**src/sv/aeau_pkg.sv**
```systemverilog
package aeau_pkg;

    // field widths fixed by the item formats
    localparam int MODE_W  = 2;
    localparam int ARR_W   = 8;
    localparam int DIM_W   = 4;
    localparam int CNT_W   = 5;
    localparam int VALUE_W = 32;

    // mode codes of an input beat
    localparam logic [MODE_W-1:0] MODE_HEADER = 2'd0;
    localparam logic [MODE_W-1:0] MODE_BOUNDS = 2'd1;
    localparam logic [MODE_W-1:0] MODE_INDEX  = 2'd2;

    typedef struct packed {
        logic [MODE_W-1:0]         mode;
        logic [ARR_W-1:0]          array_number;
        logic [DIM_W-1:0]          dimension;
        logic [CNT_W-1:0]          dimension_count;
        logic signed [VALUE_W-1:0] first_value;
        logic signed [VALUE_W-1:0] second_value;
    } in_item_t;

    typedef struct packed {
        logic signed [VALUE_W-1:0] element_address;
        logic [ARR_W-1:0]          result_array;
    } out_item_t;

    // what an offered input beat asks for, after range checks
    typedef enum logic [1:0] {
        KIND_NONE,
        KIND_HEADER,
        KIND_BOUNDS,
        KIND_INDEX
    } kind_t;

    typedef enum logic [2:0] {
        ST_IDLE,
        ST_READ,
        ST_MAC,
        ST_SCALE,
        ST_EMIT
    } state_t;

    // controller to datapath
    typedef struct packed {
        logic wr_hdr;
        logic wr_bnd;
        logic start;
        logic load_ops;
        logic mac;
        logic scale;
        logic emit;
    } cmd_t;

    // datapath to controller
    typedef struct packed {
        kind_t kind;
        logic  last;
        logic  out_free;
    } sts_t;

endpackage

```
**src/sv/aeau_ctrl.sv**
```systemverilog
module aeau_ctrl (
    input  logic            aclk,
    input  logic            aresetn,
    input  logic            s_valid,
    output logic            s_ready,
    input  aeau_pkg::sts_t  sts,
    output aeau_pkg::cmd_t  cmd
);

    aeau_pkg::state_t state_reg;
    aeau_pkg::state_t state_next;

    // state register
    always_ff @(posedge aclk) begin
        if (!aresetn) begin
            state_reg <= aeau_pkg::ST_IDLE;
        end else begin
            state_reg <= state_next;
        end
    end

    // next state and commands
    always_comb begin
        state_next = state_reg;
        cmd        = '0;
        s_ready    = 1'b0;
        case (state_reg)
            aeau_pkg::ST_IDLE: begin
                s_ready = 1'b1;
                if (s_valid) begin
                    case (sts.kind)
                        aeau_pkg::KIND_HEADER: cmd.wr_hdr = 1'b1;
                        aeau_pkg::KIND_BOUNDS: cmd.wr_bnd = 1'b1;
                        aeau_pkg::KIND_INDEX: begin
                            cmd.start  = 1'b1;
                            state_next = aeau_pkg::ST_READ;
                        end
                        default: ;
                    endcase
                end
            end
            aeau_pkg::ST_READ: begin
                cmd.load_ops = 1'b1;
                state_next   = aeau_pkg::ST_MAC;
            end
            aeau_pkg::ST_MAC: begin
                cmd.mac    = 1'b1;
                state_next = sts.last ? aeau_pkg::ST_SCALE : aeau_pkg::ST_IDLE;
            end
            aeau_pkg::ST_SCALE: begin
                cmd.scale  = 1'b1;
                state_next = aeau_pkg::ST_EMIT;
            end
            aeau_pkg::ST_EMIT: begin
                if (sts.out_free) begin
                    cmd.emit   = 1'b1;
                    state_next = aeau_pkg::ST_IDLE;
                end
            end
            default: state_next = aeau_pkg::ST_IDLE;
        endcase
    end

endmodule

```
**config.mk**
```make
export PLATFORM = sky130hd
export DESIGN_NAME = aeau_ctrl
export DESIGN_NICKNAME = d
export VERILOG_FILES = /design/src/sv/aeau_pkg.sv /design/src/sv/aeau_ctrl.sv
export SDC_FILE = /design/constraint.sdc
export NUM_CORES = 1
export LEC_CHECK = 0
export BUFFER_PORTS_ARGS = -buffer_cell sky130_fd_sc_hd__buf_2
export CAP_MARGIN = 5
export CORE_AREA = 2 2 39 41
export DETAILED_ROUTE_END_ITERATION = 16
export DIE_AREA = 0 0 41 43
export GPL_ROUTABILITY_DRIVEN = 0
export MAX_ROUTING_LAYER = met4
export PLACE_DENSITY = 0.49
export SYNTH_ARGS = -nofsm -noshare
export SYNTH_HDL_FRONTEND = slang
export SYNTH_SLANG_ARGS = --single-unit
```
**constraint.sdc**
```tcl
create_clock -name aclk -period 1.1 [get_ports aclk]
set_input_delay 0.165 -clock aclk [delete_from_list [all_inputs] [get_ports aclk]]
set_output_delay 0.165 -clock aclk [all_outputs]
set_load 0.01 [all_outputs]
```
# Word-level counts from Yosys, hierarchy flattened
# Cells that the tools add are included.
# op_classes
eq_ne	10
n_mux	16
reduce_logical	2
# op_table
operator	count
$mux 3	5
$pmux 3 s5	1
$mux 1	9
$eq 3x2->1 const B	2
$eq 2x2->1 const B	2
$ne 2x2->1 const B	2
$eq 3x1->1 const B	1
$eq 3x3->1 const B	1
$logic_not 3->1	1
$reduce_and 3->1	1
$eq 2x1->1 const B	1
$mux 2	1
$ne 2x1->1 const B	1
# totals
ff_bits	3
in_bits	7
out_inout_bits	8
elab_cells	29

# Longest topological paths before layout
# depth
depth_word	4
depth_mapped	3
depth_no_buf	2

# Least setup slack after synthesis
# Ideal clock, no wire load.
# synth_path
kind	register to output
from	register state_reg[2]
to	output port cmd[5] (netlist bit)
arrival_time_ps	982
t_required_ps	935
path_slack_ps	-47
path_stages_with_launch	3
path_buffers	0
cell_sequence	dfxtp_1 > or3_4 > nor3_2
# synth_lines
item	line	rtl
start, declared	aeau_ctrl.sv:10	aeau_pkg::state_t state_reg;
start signal, assigned	aeau_ctrl.sv:16	state_reg <= aeau_pkg::ST_IDLE;
start signal, assigned	aeau_ctrl.sv:18	state_reg <= state_next;
end, declared	aeau_ctrl.sv:7	output aeau_pkg::cmd_t cmd

==> results.txt <==
----------------------------------------------------
[Outcome]
  Outcome ... finished with violations
  Violated checks ... negative setup slack

[Power]
  Portion of total power attributed to the clock network ... about 51%
  Total power density per cell area ... just under 900 nW/um2
  Power spent charging and discharging nets ... between 100 and 150 uW
  Switching share of power ... around 28%
  Internal power ... 289 uW
  Worst vdd rail ir drop ... between 0.3 and 0.4 mV
  Lkg Pwr ... 0.000208 uW
  Relative contribution of sequential cells to total power ... between 20% and 30%
  Proportion of power drawn by combinational gates ... between 20 and 25%

[Logic synthesis]
  Synth cell types ... 18
  Synth Area in Adders ... 0%
  Number of instances in the synthesized netlist ... 25
  Per-instance average area after synthesis ... between 9 and 10 um2
  Synth warn ... 0
  Proportion of synthesized area in mux cells ... 0%
  Number of nets in the synthesized netlist ... 32
  Dominant cells by area after synthesis ... sky130_fd_sc_hd__dfxtp_1 26%, sky130_fd_sc_hd__nor3_2 8.8%, sky130_fd_sc_hd__a2111oi_2 6.6%, sky130_fd_sc_hd__nor3b_1 6.6%, sky130_fd_sc_hd__and4bb_2 5.5%
  Combinational family with the most area after synthesis ... simple AND/OR/NAND/NOR gates
  Xor-xnor portion of the synthesized cell area ... 0%
  Post-synthesis share of cell area spent on and, or, nand and nor gates ... about 52%
  Cell area after synthesis ... ~230 um2
  Sequential cell area fraction in the yosys report ... between 20% and 30%
  Complex-gate fraction of the synthesized area ... approximately an eighth
  Post-synth EDFFs ... 0
  Share of flip-flops with an asynchronous set or reset after synthesis ... 0%
  Post-synthesis cell type with the largest combined area ... sky130_fd_sc_hd__dfxtp_1
  Area share of the largest cell type after synthesis ... between 20% and 30%
  Number of synthesized register bits ... 3
  Top_reg_cell synth ... sky130_fd_sc_hd__dfxtp_1
  Most frequent cells after synthesis ... 3 x sky130_fd_sc_hd__dfxtp_1, 3 x sky130_fd_sc_hd__nand2_1, 2 x sky130_fd_sc_hd__inv_1, 2 x sky130_fd_sc_hd__nor3_2, 2 x sky130_fd_sc_hd__nor3b_1

[Timing]
  Minimum period implied by the final worst setup slack ... around 1.4 ns
  Final hold violation count ... 0
  Skew final ... approximately 0.011 ns
  Timing-limited maximum frequency ... slightly above 700 MHz
  Smallest hold slack ... between 0.15 and 0.2 ns
  Ratio of final minimum period to clock period ... 126%
  Slew Viols, Final ... 0
  Actual transition at the worst max-transition pin ... roughly 0.23 ns
  Final worst-path setup slack ... -0.287 ns
  Final setup violating endpoints ... 9
  Unrepaired setup endpoints after global routing ... yes
  Max-slew headroom at the worst pin ... 84.5%

[Flow run]
  Max Cap Violations ... 0

[Route]
  Iteration-0 DRC count of the detailed router ... 1
  Total via count after detailed routing ... about 290
  Routed length per instance ... ~11 um
  Avg Vias per Cell ... about 4.4
  DR pass1 iterations ... 2
  Count of antenna-violating nets left after detailed routing ... 0
  Remaining routing DRC violations ... 0
  Aggregate routed wire length ... around 690 um

[Critical path]
  Cell at the slowest stage of the critical path ... sky130_fd_sc_hd__or3_4
  Sort of element at the start of the critical path ... register
  Data required, critical path ... between 0.9 and 1 ns
  CP Max Fanout ... 4
  Crit path capture type ... output port
  Data arrival time at the worst-slack endpoint ... between 1 and 1.5 ns
  Critical-path cell list ... or3_4, nor3_4, buf_2
  Longest individual stage delay on the worst path ... 0.42 ns
  Setup Crit Path Kind ... reg2out

[Global route]
  Number of global-route vias before repair ... between 200 and 300
  Global-route wire length before repair ... approximately 1100 um
  Number of antenna violations at the first check in global routing ... 0
  Overall global routing resource usage ... about a tenth
  Gr ovfl total ... 0
  Maximum number of pins on one net before global-route repair ... 8

[Final layout]
  Proportion of layout cells with a drive suffix above 1 ... slightly above 70%
  Final Core Density ... roughly 32%
  Fin area ... about 450 um2
  Number of flip-flops under the largest register name ... 3
  NumNets Final ... 57
  Synthesis-to-finish area growth ... 97.3%
  Antenna Diode Count ... 0

[Die]
  Die span in y ... roughly 43 um
  Floorplan Core Area ... roughly 1400 um2
  Count of pins on the block boundary ... 15
  Number of rows in the core area ... 14
  Total Die Area ... 1760 um2
  Effective utilization at floorplan ... around 16%
  Overall die width ... just over 40 um

[CTS]
  Clk slew on worst S/H paths ... around 0.040 ns
  Number of buffers created by CTS ... 3
  CTS root buffer ... sky130_fd_sc_hd__clkbuf_4
  TritonCTS Sinks ... 3
  # H-tree levels ... 1
  Maximum root-to-sink buffer count ... 2
  Clock tree from TritonCTS ... yes
  Clock Latency Late Sink ... between 0.2 and 0.25 ns
  # hold bufs at CTS ... 0

[Placement]
  Half-perimeter wire length after detailed placement ... ~480 um
  Post-place instance area ... between 300 and 400 um2
  Number of buffer cells added on primary ports ... 14
  Post-Place Setup Slack ... -0.0854 ns

[Hold path]
  Min-delay worst type ... in2reg

----------------------------------------------------
-- power by group through the flow --
stage | clock network (uW) | registers, uW | logic [uW]
2_1_floorplan | 0 | 116 | 35.9
3_3_place_gp | 0 | 115 | 71.8
3_5_place_dp | 0 | 115 | 71.6
4_1_cts | 213 | 114 | 81.3
5_1_grt | 224 | 114 | 90.0
6_report | 204 | 114 | 82.2
-- cell usage in the layout, fill, tap and decap left out, drive strengths merged --
cell and instances:
a2111oi 1, a211oi 1, and3b 1, and4bb 1, buf 21, clkbuf 4
dfxtp 3, inv 2, nand2 3, nand2b 1, nand3 1, nand3b 1
nand4b 1, nor2 1, nor3 2, nor3b 2, nor4b 1, o21a 1
or3 1
-- final timing paths --
kind / start / endpoint / slack [ns] / cells after the start
hold / removal: aresetn / state_reg[2] / 0.16 / 2
hold reg to reg: state_reg[2] / state_reg[0] / 0.56 / 2
setup reg to reg: state_reg[1] / state_reg[2] / 0 / 5
setup / recovery: state_reg[0] / cmd[6] / -0.29 / 3
-- stage by stage --
step	TNS, ns	instances	power (uW)
after detailed placement	-0.186	59	187
after floorplan	-0.124	25	152
after global placement	-0.175	59	187
after CTS	-1.91	66	408
after global routing	-2.11	65	428
final	-1.59	65	400
-- layer usage --
metal / share of wire, % / global-route usage (%) / vias to the layer above
met4: 0 / 6.00 / 0
li1: - / - / 141
met3: 14 / 7.85 / 0
met5: 0 / - / -
met1: 35 / 9.62 / 131
met2: 52 / 14.7 / 17
-- cells by family (layout without fill, tap and decap cells) --
family	count (synthesis)	in the layout
simple gates	16	16
compound gates	3	3
buf+inv	3	27
flops	3	3
-- worst max-delay path: cells and delay by family, from the launching register on --
family	cells	cell delay, ns
buffers and inverters	1	0.14
flip-flops	1	0.31
AND/OR/NAND/NOR	2	0.53
-- what timing repair did --
action                                  4_1_cts  5_1_grt
gates cloned                                  0        0
gates resized for setup                       9        3
hold endpoints to repair                      0        0
endpoints found under the setup margin        9       11
setup buffers                                 3        0
pin swaps                                     8        1
-- cell type report --
| cell class | instances | area, um2 |
|---|---|---|
| inverter | 2 | 7.51 |
| clock buffer | 4 | 26.3 |
| sequential | 3 | 62.6 |
| fill | 154 | 935 |
| timing repair buffer | 21 | 140 |
| multi-input combinational | 19 | 193 |
| tap | 16 | 20.0 |
No activity file was read; power rests on OpenSTA's default activity.
